===== config.mk =====
export PLATFORM = sky130hd
export DESIGN_NAME = joystick_axis_conditioner_top_flat
export DESIGN_NICKNAME = d
export VERILOG_FILES = /design/src/sv/jac_pkg.sv /design/src/sv/jac_req_if.sv /design/src/sv/jac_rsp_if.sv /design/src/sv/jac_csr_if.sv /design/src/sv/joystick_axis_conditioner_top.sv /design/src/sv/jac_div.sv /design/src/sv/jac_sqrt.sv /design/src/flat_wrapper.sv
export SDC_FILE = /design/constraint.sdc
export NUM_CORES = 2
export LEC_CHECK = 0
export ABC_AREA = 1
export BUFFER_PORTS_ARGS = -buffer_cell sky130_fd_sc_hd__buf_4
export CORE_MARGIN = 10
export CORE_UTILIZATION = 55
export DETAILED_ROUTE_END_ITERATION = 16
export HOLD_SLACK_MARGIN = 0.1
export PLACE_DENSITY = 0.81
export SYNTH_ARGS = -nofsm -noshare
export SYNTH_HDL_FRONTEND = slang
export SYNTH_HIERARCHICAL = 1
export SYNTH_SLANG_ARGS = --single-unit

===== constraint.sdc =====
create_clock -name clock -period 20.3 [get_ports clock]
set_input_delay 3.045 -clock clock [delete_from_list [all_inputs] [get_ports clock]]
set_output_delay 3.045 -clock clock [all_outputs]
set_load 0.02 [all_outputs]

===== src/sv/jac_pkg.sv =====
// jac_pkg: shared types and constants of the joystick axis conditioner
// depends on nothing; used by the arithmetic units and the top level
`default_nettype none
package jac_pkg;

   // command codes of a request
   typedef enum logic [2:0] {
      CMD_X     = 3'd0,
      CMD_Y     = 3'd1,
      CMD_FACE  = 3'd2,
      CMD_START = 3'd3,
      CMD_POLL  = 3'd4
   } cmd_type;

   // register indexes of the configuration port
   localparam logic [2:0] REG_X_NEG  = 3'd0;
   localparam logic [2:0] REG_X_POS  = 3'd1;
   localparam logic [2:0] REG_X_FUZZ = 3'd2;
   localparam logic [2:0] REG_X_FLAT = 3'd3;
   localparam logic [2:0] REG_Y_NEG  = 3'd4;
   localparam logic [2:0] REG_Y_POS  = 3'd5;
   localparam logic [2:0] REG_Y_FUZZ = 3'd6;
   localparam logic [2:0] REG_Y_FLAT = 3'd7;

   localparam int QBITS    = 16;
   localparam int CSR_IDX  = 3;
   localparam int CSR_DATA = 16;

   // start and operands of the shared divider (num < den)
   typedef struct packed {
      logic        start;
      logic [15:0] num;
      logic [15:0] den;
   } div_req_type;

   // start and radicand of the square root unit
   typedef struct packed {
      logic        start;
      logic [31:0] radicand;
   } sqrt_req_type;

endpackage
`default_nettype wire


===== src/sv/jac_req_if.sv =====
// jac_req_if: request channel carrying one gamepad event
// depends on nothing
`default_nettype none
interface jac_req_if #(parameter int SAMPLE_BITS = 16);
   logic                          valid;
   logic                          ready;
   logic [2:0]                    cmd;
   logic signed [SAMPLE_BITS-1:0] sample;
   modport source (output valid, cmd, sample, input ready);
   modport sink (input valid, cmd, sample, output ready);
endinterface
`default_nettype wire


===== src/sv/jac_rsp_if.sv =====
// jac_rsp_if: response channel carrying the polled stick and key flags
// depends on nothing
`default_nettype none
interface jac_rsp_if;
   logic               valid;
   logic               ready;
   logic signed [15:0] stick_x;
   logic signed [15:0] stick_y;
   logic               button_down;
   logic               button_pressed;
   logic               start_pressed;
   modport source (output valid, stick_x, stick_y, button_down, button_pressed,
                   start_pressed, input ready);
   modport sink (input valid, stick_x, stick_y, button_down, button_pressed,
                 start_pressed, output ready);
endinterface
`default_nettype wire


===== src/sv/jac_csr_if.sv =====
// jac_csr_if: configuration write channel, register index and data
// depends on nothing
`default_nettype none
interface jac_csr_if;
   logic        valid;
   logic        ready;
   logic [2:0]  index;
   logic [15:0] data;
   modport source (output valid, index, data, input ready);
   modport sink (input valid, index, data, output ready);
endinterface
`default_nettype wire


===== src/sv/joystick_axis_conditioner_top.sv =====
// joystick_axis_conditioner_top: event sequencer, state and configuration registers
// depends on jac_pkg, jac_req_if, jac_rsp_if, jac_csr_if, jac_div, jac_sqrt
//
// Conditions gamepad events one request at a time. An axis sample passes the dead zone
// and fuzz filter and is scaled to Q1.15 by the shared 15-step divider. Key events only
// update the key state. A poll squares both axes on one multiplier, and when the stick
// lies outside the unit circle takes a 16-step square root and two divisions. The response
// is held in an output register, so the next request is taken while it waits.
// Configuration writes are taken in any cycle and must only be made while the block is idle.
`default_nettype none
module joystick_axis_conditioner_top
   import jac_pkg::*;
#(
   parameter int SAMPLE_BITS = 16
)(
   input  wire logic clock,
   input  wire logic reset,
   jac_req_if.sink   req_chan,
   jac_rsp_if.source rsp_chan,
   jac_csr_if.sink   csr_chan
);

   localparam int SB = SAMPLE_BITS;
   localparam int CW = (SB > 17) ? SB + 2 : 19;

   typedef enum logic [3:0] {
      ST_IDLE, ST_COND, ST_SCALE, ST_NORM_X, ST_NORM_Y, ST_DIV_GO, ST_DIV_WAIT,
      ST_SQ_X, ST_SQ_Y, ST_SQ_SUM, ST_SQ_CHECK, ST_SQRT_GO, ST_SQRT_WAIT, ST_EMIT
   } state_type;

   state_type state_ff;

   // configuration registers
   logic signed [15:0] x_neg_ff, y_neg_ff;
   logic [14:0]        x_pos_ff, y_pos_ff, x_fuzz_ff, y_fuzz_ff;
   logic [12:0]        x_flat_ff, y_flat_ff;

   // block state
   logic signed [SB-1:0] raw_x_ff, raw_y_ff;
   logic signed [15:0]   scaled_x_ff, scaled_y_ff;
   logic face_down_ff, face_flag_ff, start_down_ff, start_flag_ff;

   // latched request
   logic [2:0]           cmd_ff;
   logic signed [SB-1:0] sample_ff;

   // division context
   logic        tgt_y_ff, norm_ff, vneg_ff, sgn_ff, big_ff;
   logic [15:0] num_ff, den_ff;

   // poll arithmetic
   logic [30:0] prod_ff;
   logic [31:0] acc_ff;
   logic [15:0] root_ff;

   // response register
   logic               rsp_valid_ff;
   logic signed [15:0] rsp_x_ff, rsp_y_ff;
   logic               rsp_down_ff, rsp_bp_ff, rsp_sp_ff;

   div_req_type  div_req;
   sqrt_req_type sqrt_req;
   logic         div_done, sqrt_done;
   logic [14:0]  div_quot;
   logic [15:0]  sqrt_root;

   jac_div u_div (
      .clock (clock), .reset (reset), .req (div_req), .done (div_done), .quot (div_quot)
   );

   jac_sqrt u_sqrt (
      .clock (clock), .reset (reset), .req (sqrt_req), .done (sqrt_done), .root (sqrt_root)
   );

   // dead zone and fuzz filter on the latched sample
   logic signed [SB-1:0] cur_raw, raw_in;
   logic [14:0]          fuzz_sel;
   logic [12:0]          flat_sel;
   logic [SB-1:0]        abs_sample;
   logic signed [SB:0]   diff;
   logic [SB:0]          abs_diff;
   logic [CW-1:0]        flat4;

   always_comb begin
      cur_raw    = (cmd_ff == CMD_Y) ? raw_y_ff : raw_x_ff;
      fuzz_sel   = (cmd_ff == CMD_Y) ? y_fuzz_ff : x_fuzz_ff;
      flat_sel   = (cmd_ff == CMD_Y) ? y_flat_ff : x_flat_ff;
      abs_sample = sample_ff[SB-1] ? SB'(-sample_ff) : SB'(sample_ff);
      diff       = (SB+1)'(sample_ff) - (SB+1)'(cur_raw);
      abs_diff   = diff[SB] ? (SB+1)'(-diff) : (SB+1)'(diff);
      flat4      = CW'({flat_sel, 2'b00});
      if (CW'(abs_sample) < flat4) begin
         raw_in = '0;
      end else if (CW'(abs_diff) < CW'(fuzz_sel)) begin
         raw_in = cur_raw;
      end else begin
         raw_in = sample_ff;
      end
   end

   // divisor selection for scaling the stored raw value
   logic signed [SB-1:0] scale_v;
   logic [SB-1:0]        abs_v;
   logic signed [16:0]   div_sel;
   logic [16:0]          abs_d;

   always_comb begin
      scale_v = tgt_y_ff ? raw_y_ff : raw_x_ff;
      abs_v   = scale_v[SB-1] ? SB'(-scale_v) : SB'(scale_v);
      if (scale_v[SB-1]) begin
         div_sel = 17'(tgt_y_ff ? y_neg_ff : x_neg_ff);
      end else begin
         div_sel = signed'({2'b00, (tgt_y_ff ? y_pos_ff : x_pos_ff)});
      end
      abs_d = div_sel[16] ? 17'(-div_sel) : 17'(div_sel);
   end

   // signed result with saturation from the quotient magnitude
   logic [16:0]        mag;
   logic signed [17:0] t_val, u_val, neg_val;
   logic signed [15:0] sat_u, fin_val;

   function automatic logic signed [15:0] sat16(input logic signed [17:0] v);
      if (v > 18'sd32767) begin
         return 16'sh7fff;
      end else if (v < -18'sd32768) begin
         return 16'sh8000;
      end
      return v[15:0];
   endfunction

   always_comb begin
      mag     = big_ff ? 17'h10000 : {2'b00, div_quot};
      t_val   = sgn_ff ? -signed'({1'b0, mag}) : signed'({1'b0, mag});
      u_val   = vneg_ff ? -t_val : t_val;
      sat_u   = sat16(u_val);
      neg_val = -18'(sat_u);
      fin_val = (tgt_y_ff && !norm_ff) ? sat16(neg_val) : sat_u;
   end

   // shared multiplier for the squares
   logic signed [15:0] mul_op;
   logic signed [31:0] mul_res;
   assign mul_op  = (state_ff == ST_SQ_X) ? scaled_x_ff : scaled_y_ff;
   assign mul_res = mul_op * mul_op;

   // magnitude of an axis for normalisation
   logic signed [15:0] norm_v;
   logic [15:0]        norm_abs;
   assign norm_v   = (state_ff == ST_NORM_Y) ? scaled_y_ff : scaled_x_ff;
   assign norm_abs = norm_v[15] ? 16'(-norm_v) : 16'(norm_v);

   // unit requests
   always_comb begin
      div_req.start  = (state_ff == ST_DIV_GO) && !big_ff;
      div_req.num    = num_ff;
      div_req.den    = den_ff;
      sqrt_req.start = (state_ff == ST_SQRT_GO);
      sqrt_req.radicand = acc_ff;
   end

   logic rsp_free;
   assign rsp_free = !rsp_valid_ff || rsp_chan.ready;

   // sequencer, state and registered outputs
   always_ff @(posedge clock) begin
      if (reset) begin
         state_ff      <= ST_IDLE;
         x_neg_ff      <= -16'sd32768;
         y_neg_ff      <= -16'sd32768;
         x_pos_ff      <= 15'd32767;
         y_pos_ff      <= 15'd32767;
         x_fuzz_ff     <= 15'd16;
         y_fuzz_ff     <= 15'd16;
         x_flat_ff     <= 13'd128;
         y_flat_ff     <= 13'd128;
         raw_x_ff      <= '0;
         raw_y_ff      <= '0;
         scaled_x_ff   <= '0;
         scaled_y_ff   <= '0;
         face_down_ff  <= 1'b0;
         face_flag_ff  <= 1'b0;
         start_down_ff <= 1'b0;
         start_flag_ff <= 1'b0;
         rsp_valid_ff  <= 1'b0;
      end else begin
         // configuration writes
         if (csr_chan.valid) begin
            unique case (csr_chan.index)
               REG_X_NEG:  x_neg_ff  <= signed'(csr_chan.data);
               REG_X_POS:  x_pos_ff  <= csr_chan.data[14:0];
               REG_X_FUZZ: x_fuzz_ff <= csr_chan.data[14:0];
               REG_X_FLAT: x_flat_ff <= csr_chan.data[12:0];
               REG_Y_NEG:  y_neg_ff  <= signed'(csr_chan.data);
               REG_Y_POS:  y_pos_ff  <= csr_chan.data[14:0];
               REG_Y_FUZZ: y_fuzz_ff <= csr_chan.data[14:0];
               REG_Y_FLAT: y_flat_ff <= csr_chan.data[12:0];
            endcase
         end

         // response taken and no new one loaded this cycle
         if (rsp_valid_ff && rsp_chan.ready && (state_ff != ST_EMIT)) begin
            rsp_valid_ff <= 1'b0;
         end

         unique case (state_ff)
            ST_IDLE: begin
               if (req_chan.valid) begin
                  cmd_ff    <= req_chan.cmd;
                  sample_ff <= req_chan.sample;
                  state_ff  <= ST_COND;
               end
            end
            ST_COND: begin
               unique case (cmd_ff)
                  CMD_X: begin
                     raw_x_ff <= raw_in;
                     tgt_y_ff <= 1'b0;
                     state_ff <= ST_SCALE;
                  end
                  CMD_Y: begin
                     raw_y_ff <= raw_in;
                     tgt_y_ff <= 1'b1;
                     state_ff <= ST_SCALE;
                  end
                  CMD_FACE: begin
                     face_flag_ff <= !face_down_ff;
                     face_down_ff <= sample_ff != '0;
                     state_ff     <= ST_IDLE;
                  end
                  CMD_START: begin
                     start_flag_ff <= !start_down_ff;
                     start_down_ff <= sample_ff != '0;
                     state_ff      <= ST_IDLE;
                  end
                  CMD_POLL: state_ff <= ST_SQ_X;
                  default: state_ff <= ST_IDLE;
               endcase
            end
            ST_SCALE: begin
               norm_ff <= 1'b0;
               vneg_ff <= scale_v[SB-1];
               sgn_ff  <= scale_v[SB-1] ^ div_sel[16];
               big_ff  <= CW'(abs_v) >= CW'(abs_d);
               num_ff  <= 16'(abs_v);
               den_ff  <= abs_d[15:0];
               if (abs_d == '0) begin
                  if (tgt_y_ff) begin
                     scaled_y_ff <= '0;
                  end else begin
                     scaled_x_ff <= '0;
                  end
                  state_ff <= ST_IDLE;
               end else begin
                  state_ff <= ST_DIV_GO;
               end
            end
            ST_NORM_X, ST_NORM_Y: begin
               norm_ff  <= 1'b1;
               tgt_y_ff <= (state_ff == ST_NORM_Y);
               vneg_ff  <= norm_v[15];
               sgn_ff   <= 1'b0;
               big_ff   <= norm_abs >= root_ff;
               num_ff   <= norm_abs;
               den_ff   <= root_ff;
               state_ff <= ST_DIV_GO;
            end
            ST_DIV_GO, ST_DIV_WAIT: begin
               if ((state_ff == ST_DIV_GO && big_ff) || (state_ff == ST_DIV_WAIT && div_done))
               begin
                  if (tgt_y_ff) begin
                     scaled_y_ff <= fin_val;
                  end else begin
                     scaled_x_ff <= fin_val;
                  end
                  if (!norm_ff) begin
                     state_ff <= ST_IDLE;
                  end else if (!tgt_y_ff) begin
                     state_ff <= ST_NORM_Y;
                  end else begin
                     state_ff <= ST_EMIT;
                  end
               end else begin
                  state_ff <= ST_DIV_WAIT;
               end
            end
            ST_SQ_X: begin
               prod_ff  <= mul_res[30:0];
               state_ff <= ST_SQ_Y;
            end
            ST_SQ_Y: begin
               acc_ff   <= {1'b0, prod_ff};
               prod_ff  <= mul_res[30:0];
               state_ff <= ST_SQ_SUM;
            end
            ST_SQ_SUM: begin
               acc_ff   <= acc_ff + {1'b0, prod_ff};
               state_ff <= ST_SQ_CHECK;
            end
            ST_SQ_CHECK: begin
               state_ff <= (acc_ff > 32'h4000_0000) ? ST_SQRT_GO : ST_EMIT;
            end
            ST_SQRT_GO: state_ff <= ST_SQRT_WAIT;
            ST_SQRT_WAIT: begin
               if (sqrt_done) begin
                  root_ff  <= sqrt_root;
                  state_ff <= ST_NORM_X;
               end
            end
            ST_EMIT: begin
               if (rsp_free) begin
                  rsp_valid_ff  <= 1'b1;
                  rsp_x_ff      <= scaled_x_ff;
                  rsp_y_ff      <= scaled_y_ff;
                  rsp_down_ff   <= face_down_ff;
                  rsp_bp_ff     <= face_flag_ff;
                  rsp_sp_ff     <= start_flag_ff;
                  face_flag_ff  <= 1'b0;
                  start_flag_ff <= 1'b0;
                  state_ff      <= ST_IDLE;
               end
            end
            default: state_ff <= ST_IDLE;
         endcase
      end
   end

   assign req_chan.ready          = (state_ff == ST_IDLE);
   assign csr_chan.ready          = 1'b1;
   assign rsp_chan.valid          = rsp_valid_ff;
   assign rsp_chan.stick_x        = rsp_x_ff;
   assign rsp_chan.stick_y        = rsp_y_ff;
   assign rsp_chan.button_down    = rsp_down_ff;
   assign rsp_chan.button_pressed = rsp_bp_ff;
   assign rsp_chan.start_pressed  = rsp_sp_ff;

endmodule
`default_nettype wire


===== src/sv/jac_div.sv =====
// jac_div: restoring divider, one quotient bit a cycle, 15-bit fraction of num/den
// depends on jac_pkg; requires num < den
`default_nettype none
module jac_div
   import jac_pkg::*;
(
   input  wire logic        clock,
   input  wire logic        reset,
   input  wire div_req_type req,
   output logic             done,
   output logic [14:0]      quot
);

   logic [15:0] rem_ff;
   logic [15:0] den_ff;
   logic [14:0] quot_ff;
   logic [3:0]  count_ff;
   logic        busy_ff;
   logic        done_ff;
   logic [16:0] rem_sh;
   logic        fits;

   // trial subtract of the doubled remainder
   assign rem_sh = {rem_ff, 1'b0};
   assign fits   = rem_sh >= {1'b0, den_ff};

   always_ff @(posedge clock) begin
      if (reset) begin
         busy_ff  <= 1'b0;
         done_ff  <= 1'b0;
         count_ff <= '0;
      end else begin
         done_ff <= 1'b0;
         if (req.start) begin
            busy_ff  <= 1'b1;
            count_ff <= 4'd14;
            rem_ff   <= req.num;
            den_ff   <= req.den;
         end else if (busy_ff) begin
            quot_ff <= {quot_ff[13:0], fits};
            rem_ff  <= fits ? 16'(rem_sh - {1'b0, den_ff}) : rem_sh[15:0];
            if (count_ff == '0) begin
               busy_ff <= 1'b0;
               done_ff <= 1'b1;
            end
            count_ff <= count_ff - 4'd1;
         end
      end
   end

   assign done = done_ff;
   assign quot = quot_ff;

endmodule
`default_nettype wire


===== src/sv/jac_sqrt.sv =====
// jac_sqrt: digit-by-digit integer square root, one result bit a cycle
// depends on jac_pkg
`default_nettype none
module jac_sqrt
   import jac_pkg::*;
(
   input  wire logic         clock,
   input  wire logic         reset,
   input  wire sqrt_req_type req,
   output logic              done,
   output logic [15:0]       root
);

   logic [31:0] rad_ff;
   logic [17:0] rem_ff;
   logic [15:0] root_ff;
   logic [3:0]  count_ff;
   logic        busy_ff;
   logic        done_ff;
   logic [19:0] rem_sh;
   logic [19:0] trial;
   logic        fits;

   // bring down two radicand bits and try root*4+1
   assign rem_sh = {rem_ff, rad_ff[31:30]};
   assign trial  = {2'b00, root_ff, 2'b01};
   assign fits   = rem_sh >= trial;

   always_ff @(posedge clock) begin
      if (reset) begin
         busy_ff  <= 1'b0;
         done_ff  <= 1'b0;
         count_ff <= '0;
      end else begin
         done_ff <= 1'b0;
         if (req.start) begin
            busy_ff  <= 1'b1;
            count_ff <= 4'd15;
            rad_ff   <= req.radicand;
            rem_ff   <= '0;
            root_ff  <= '0;
         end else if (busy_ff) begin
            rad_ff  <= {rad_ff[29:0], 2'b00};
            rem_ff  <= fits ? 18'(rem_sh - trial) : rem_sh[17:0];
            root_ff <= {root_ff[14:0], fits};
            if (count_ff == '0) begin
               busy_ff <= 1'b0;
               done_ff <= 1'b1;
            end
            count_ff <= count_ff - 4'd1;
         end
      end
   end

   assign done = done_ff;
   assign root = root_ff;

endmodule
`default_nettype wire


===== src/flat_wrapper.sv =====
// flat-port wrapper written by rule: the top's interface ports become plain ports
module joystick_axis_conditioner_top_flat import jac_pkg::*;
#(
   parameter int SAMPLE_BITS = 16
)
  (clock, reset, req_chan_valid, req_chan_cmd, req_chan_sample, req_chan_ready, rsp_chan_valid, rsp_chan_stick_x, rsp_chan_stick_y, rsp_chan_button_down, rsp_chan_button_pressed, rsp_chan_start_pressed, rsp_chan_ready, csr_chan_valid, csr_chan_index, csr_chan_data, csr_chan_ready);
  jac_req_if #(.SAMPLE_BITS(SAMPLE_BITS)) req_chan_i ();
  jac_rsp_if rsp_chan_i ();
  jac_csr_if csr_chan_i ();
  input  wire logic clock;
  input  wire logic reset;
  input wire logic [$bits(req_chan_i.valid)-1:0] req_chan_valid;
  input wire logic [$bits(req_chan_i.cmd)-1:0] req_chan_cmd;
  input wire logic [$bits(req_chan_i.sample)-1:0] req_chan_sample;
  output wire logic [$bits(req_chan_i.ready)-1:0] req_chan_ready;
  output wire logic [$bits(rsp_chan_i.valid)-1:0] rsp_chan_valid;
  output wire logic [$bits(rsp_chan_i.stick_x)-1:0] rsp_chan_stick_x;
  output wire logic [$bits(rsp_chan_i.stick_y)-1:0] rsp_chan_stick_y;
  output wire logic [$bits(rsp_chan_i.button_down)-1:0] rsp_chan_button_down;
  output wire logic [$bits(rsp_chan_i.button_pressed)-1:0] rsp_chan_button_pressed;
  output wire logic [$bits(rsp_chan_i.start_pressed)-1:0] rsp_chan_start_pressed;
  input wire logic [$bits(rsp_chan_i.ready)-1:0] rsp_chan_ready;
  input wire logic [$bits(csr_chan_i.valid)-1:0] csr_chan_valid;
  input wire logic [$bits(csr_chan_i.index)-1:0] csr_chan_index;
  input wire logic [$bits(csr_chan_i.data)-1:0] csr_chan_data;
  output wire logic [$bits(csr_chan_i.ready)-1:0] csr_chan_ready;
  assign req_chan_i.valid = req_chan_valid;
  assign req_chan_i.cmd = req_chan_cmd;
  assign req_chan_i.sample = req_chan_sample;
  assign req_chan_ready = req_chan_i.ready;
  assign rsp_chan_valid = rsp_chan_i.valid;
  assign rsp_chan_stick_x = rsp_chan_i.stick_x;
  assign rsp_chan_stick_y = rsp_chan_i.stick_y;
  assign rsp_chan_button_down = rsp_chan_i.button_down;
  assign rsp_chan_button_pressed = rsp_chan_i.button_pressed;
  assign rsp_chan_start_pressed = rsp_chan_i.start_pressed;
  assign rsp_chan_i.ready = rsp_chan_ready;
  assign csr_chan_i.valid = csr_chan_valid;
  assign csr_chan_i.index = csr_chan_index;
  assign csr_chan_i.data = csr_chan_data;
  assign csr_chan_ready = csr_chan_i.ready;
  joystick_axis_conditioner_top #(.SAMPLE_BITS(SAMPLE_BITS)) u_core (.clock(clock), .reset(reset), .req_chan(req_chan_i), .rsp_chan(rsp_chan_i), .csr_chan(csr_chan_i));
endmodule

-- Word-level counts from Yosys, hierarchy flattened
Index checks and enable logic that the tools add are counted.
- memory bits (read-only): 0
- memories: 0
- register bits: 486
- bits in latches: 0
- memory bits (writable): 0
- logic and storage cells: 265
- multiplexer cells: 87
- shifts and indexed selects: 0
- order comparisons: 11
- reduce and logical (&&, ||, !) cells: 62
- div/mod/pow operators: 0
- bitwise gates (word level): 5
- equality and inequality tests: 37
- add/subtract/negate cells: 14
- multipliers: 1
- operators by type and width (kind ; number):
    $mux W16 ; 28
    $pmux W16 S2 ; 4
    $mux W17 ; 5
    $mux W18 ; 4
    $mux W32 ; 2
    $pmux W32 S2 ; 1
    $neg A16 Y16 ; 3
    $pmux W4 S12 ; 1
    $mux W4 ; 10
    $gt A18 B16 Y1 const B ; 2
    $lt A18 B16 Y1 const B ; 2
    $reduce_and A2 Y1 ; 18
    $neg A17 Y17 ; 2
    $add A32 B31 Y32 ; 1
    $gt A32 B31 Y1 const B ; 1
    $mul A16 B16 Y31 ; 1
    $mux W15 ; 2
    $eq A4 B4 Y1 const B ; 6
    $reduce_and A3 Y1 ; 8
    $ge A20 B18 Y1 ; 1
    $mux W1 ; 18
    $neg A16 Y18 ; 1
    $neg A17 Y18 ; 1
    $neg A18 Y18 ; 1
    36 further kinds ; 94

-- Logic depth before layout (Yosys ltp)
- depth in word-level cells: 18
- mapped depth: 39
- gate-level depth less buffers: 37

-- Hierarchy
The synthesis kept the hierarchy.
- by module, submodules not included (module ; cells an instance ; instances ; area an instance (µm²)):
    joystick_axis_conditioner_top ; 3660 ; 1 ; 29472.0
    jac_sqrt ; 508 ; 1 ; 4150.2
    jac_div ; 406 ; 1 ; 3289.4

-- Worst setup path before layout
No wires, ideal clock.
- path kind: reg-to-reg
- from: register u_core.state_ff[2]
- to: register u_core.prod_ff[30] (data pin)
- stages on the path, launching flop included: 34
- required time: 20038 ps
- data arrival time: 7211 ps
- buffers on the path: 2
- slack: 12826 ps
- setup time: 262 ps
- period minus slack after synthesis: 7474 ps
- cells stage by stage: dfxtp_1 > inv_1 > nor2_1 > inv_1 > nor2_1 > inv_1 > clkbuf_1 > o21ai_1 > inv_1 > clkbuf_1 > nor2_1 > fa_1 > fa_1 > inv_1 > fa_1 > inv_1 > fa_1 > inv_1 > fa_1 > inv_1 > fa_1 > ha_1 > nand2_1 > o21ai_0 > a21oi_1 > o21ai_0 > a21boi_0 > o21ai_0 > a21oi_1 > o21ai_0 > a21boi_0 > o21ai_0 > a21oi_1 > xor2_1
- word-level cells in the longest chain between the ends: 3
- ends and longest elaborated chain (element ; RTL line ; RTL):
    from (decl) ; joystick_axis_conditioner_top.sv:31 ; state_type state_ff;
    from (signal assigned) ; joystick_axis_conditioner_top.sv:301 ; state_ff <= (acc_ff > 32'h4000_0000) ? ST_SQRT_GO : ST_EMIT;
    $eq A4 B3 Y1 ; joystick_axis_conditioner_top.sv:144 ; assign mul_op = (state_ff == ST_SQ_X) ? scaled_x_ff : scaled_y_ff;
    $mux W16 ; joystick_axis_conditioner_top.sv:144 ;
    $mul A16 B16 Y31 ; joystick_axis_conditioner_top.sv:145 ; assign mul_res = mul_op * mul_op;
    via u_core.mul_res[30] ; joystick_axis_conditioner_top.sv:143 ; logic signed [31:0] mul_res;
    to (signal assigned) ; joystick_axis_conditioner_top.sv:288 ; prod_ff <= mul_res[30:0];
    to (signal assigned) ; joystick_axis_conditioner_top.sv:293 ; prod_ff <= mul_res[30:0];
    to (decl) ; joystick_axis_conditioner_top.sv:52 ; logic [30:0] prod_ff;
The timed path passes the listed nets, and every way through them passes these cells.
A chain may end at the register's enable or synchronous reset.

-- Final worst setup path
Ends and elaborated chain as after synthesis.

==> impl_metrics.ini <==
[run_status]
status = finished, final reports clean

[critical_path]
cp.arrival_ns = 9.58
criticalPathCategory = reg2reg
required_ns = 20.64
crit_top_cell = inv_1
rrSetupSlack_ns = 11.06
crit_path_max_incr_delay_ns = 0.70
rr_endpoint = u_core/prod_ff[30]
worst-path-max-fanout = 34
setup.worst_path.end_class = register
cp-start-kind = register
reg2reg_from = u_core/state_ff[2]
r2r_cells = 31
critPathSlowestCell = o21ai_0

[detailed_routing]
first_iter_violations = 3050
routed-wl-met3_mm = 7.32
post_drt_via_cell_ratio = 5.52
highest_layer = met4
wire_per_inst_um = 17.1
ant_nets = 0
dr.pass1.iters = 8
drt_wl_total_mm = 93.6
drc = 0
wl_met2_mm = 42.8
m1WireLength_mm = 40.8
dr_total_vias = 30300

[power]
ir_worst_vdd_mv = 0.0678
power_density_mw_per_mm2 = 72.5
p_leak_uw = 0.0185

[place]
gp_routability_congestion = 0.950
dp_hpwl_mm = 71.3
io_buffers = 79
pre_cts_slack_ns = 11.26

[timing]
tns_ns = 0
max_freq_mhz = 108
rsz0062_at_grt = no
finalSetupViolCount = 0
fin_ws_ns = 11.06
maxSlewHeadroom = 0.244
slew_violations = 0
timing_hold_violations_final = 0
final.period_utilization = 0.455
tightest_slew_ns = 1.13
skew_ns = 0.0575
fin_crit_ns = 9.24

[clock_network]
h-tree-depth = 2
clock_path_buffers = 3
clk-insertion-delay-late_ns = 0.64
post_cts_buffers = 0
numCtsBuffers = 51
cts_tree = done
cts.sinks = 485
root_buffer = clkbuf_16
clkSlewWorstSetupHoldPaths_ns = 0.06
cts_resized = 0
holdBufCountCts = 0

[synth]
avgSynthCellArea_um2 = 8.07
yosysSeqAreaShare = 0.340
synth_commonest_cells = 958 x nand2_1, 687 x inv_1, 493 x nor2_1
synth_top_cell_area_share = 0.229
yosysTopAreaCell = edfxtp_1
synth_area_mm2 = 0.0369
synth_flop_cell = edfxtp_1
yosysMostFrequentCell = nand2_1
synth-seq-cells = 485
synth_area_leaders = edfxtp_1 23%, fa_1 13%, dfxtp_1 11%, nand2_1 9.7%, ha_1 7.7%
synth_edf_count = 282
async_flop_share = 0
yosysUniqueCellTypes = 64
synth_warnings = 6
netlist_instances = 4574
synthesis.nets = 5079

[final_layout]
final_util = 0.604
syn_to_final_growth_pct = 8.11
seqCellArea_mm2 = 0.0125
multi_input_area_mm2 = 0.0211
drive_gt1_frac = 0.0660
nets = 5084
fillers = 5618

[grt]
grt_first_pass_wirelength_mm = 152
first_global_vias = 28900
grt_antenna_before_repair = 2
globalRouteOverflowTotal = 0
grt_max_degree = 119
track_usage = 0.238

[die]
io_pins = 81
initial_utilization = 0.558
core_mm2 = 0.0661
num_rows = 94
fp.dieW_um = 279
dieHeight_um = 279
dieArea_mm2 = 0.0779

[worst_hold_path]
min-delay-start = u_core/den_ff[12]
min_to = u_core/u_div/den_ff[12]
min_path_type = reg2reg
whs_path_depth = 0

[job]
cap_violations = 0
[final cells by class]
| type | instances | share of cell area |
|---|---|---|
| Antenna cell | 3 | 0.000188 |
| Clock buffer | 66 | 0.0352 |
| Clock inverter | 30 | 0.00774 |
| Inverter | 710 | 0.0669 |
| Multi-Input combinational cell | 3225 | 0.529 |
| Sequential cell | 485 | 0.314 |
| Tap cell | 864 | 0.0271 |
| Timing Repair Buffer | 106 | 0.0199 |
[critical path: cells and delay by family (launching register included)]
family                     cells  cell delay [ns]
AOI/OAI and AO/OA             12             3.15
and+or+nand+nor                3             0.53
buffers and inverters          8             1.26
xor gates and xnor gates       1             0.08
adders and majority gates      7             3.52
DFF                            1             0.37
[how the worst max path moves through the flow]
stage | start | to | slack, ns | cells past startpoint
detailed placement | u_core/state_ff[2] | u_core/prod_ff[30] | 11.26 | 31
global route | u_core/state_ff[2] | u_core/prod_ff[30] | 10.37 | 34
global placement | u_core/state_ff[2] | u_core/prod_ff[30] | 11.50 | 31
floorplan | u_core/state_ff[2] | u_core/prod_ff[30] | 12.83 | 33
CTS | u_core/state_ff[2] | u_core/prod_ff[30] | 11.21 | 31
finish | u_core/state_ff[2] | u_core/prod_ff[30] | 11.06 | 31
[registers in the layout, summed over array words and instances, names as in the netlist, 18 cells and up]
name	flops
u_core/u_sqrt/rem_ff	18
u_core/u_sqrt/rad_ff	32
u_core/prod_ff	30
u_core/acc_ff	32
[routing by layer]
metal  global-route usage  vias to the layer above
li1                     -                    14700
met1                0.331                    14200
met2                0.378                     1244
met3               0.0369                      181
met4               0.0757                        0
met5                    0                        -
[per-stage QoR]
step | hold WS (ns) | std cells | area [µm²] | total power [µW]
finish | 0.418 | 5489 | 39900 | 2890
global route | 0.428 | 5487 | 39900 | 3050
CTS | 0.419 | 5486 | 39900 | 2890
detailed placement | 0.405 | 5390 | 38200 | 1950
global placement | 0.400 | 5390 | 38200 | 1930
floorplan | 0.400 | 4574 | 36900 | 1720
[kinds of logic (layout without fill, tap and decap cells)]
group,after synthesis,in the layout,synth area share
and+or+nand+nor,1837,1837,0.211
buffers and inverters,864,912,0.0905
AOI/OAI and AO/OA,720,720,0.105
DFF,485,485,0.340
adders and majority gates,462,462,0.204
xor gates and xnor gates,178,178,0.0424
muxes,27,27,0.00732
other,1,4,0.000102
[layout by cell type (no fill, tap or decap), drive strengths merged, types with 106 or more instances in the layout]
| cell | Yosys | layout |
|---|---|---|
| buf | 36 | 106 |
| fa | 234 | 234 |
| o21ai | 390 | 390 |
| ha | 228 | 228 |
| inv | 699 | 703 |
| xor2 | 110 | 110 |
| a21oi | 235 | 235 |
| edfxtp | 282 | 282 |
| nor2 | 517 | 517 |
| dfxtp | 203 | 203 |
| nand2 | 996 | 996 |
| nand3 | 195 | 195 |
[power by group]
| group | internal, µW | switching (µW) | total, µW | leakage, µW |
|---|---|---|---|---|
| clock network | 525 | 414 | 939 | 0.000834 |
| logic | 269 | 565 | 834 | 0.0135 |
| registers | 1090 | 32.9 | 1120 | 0.00419 |
| total | 1880 | 1010 | 2890 | 0.0185 |
No activity file was read; power rests on OpenSTA's default activity.
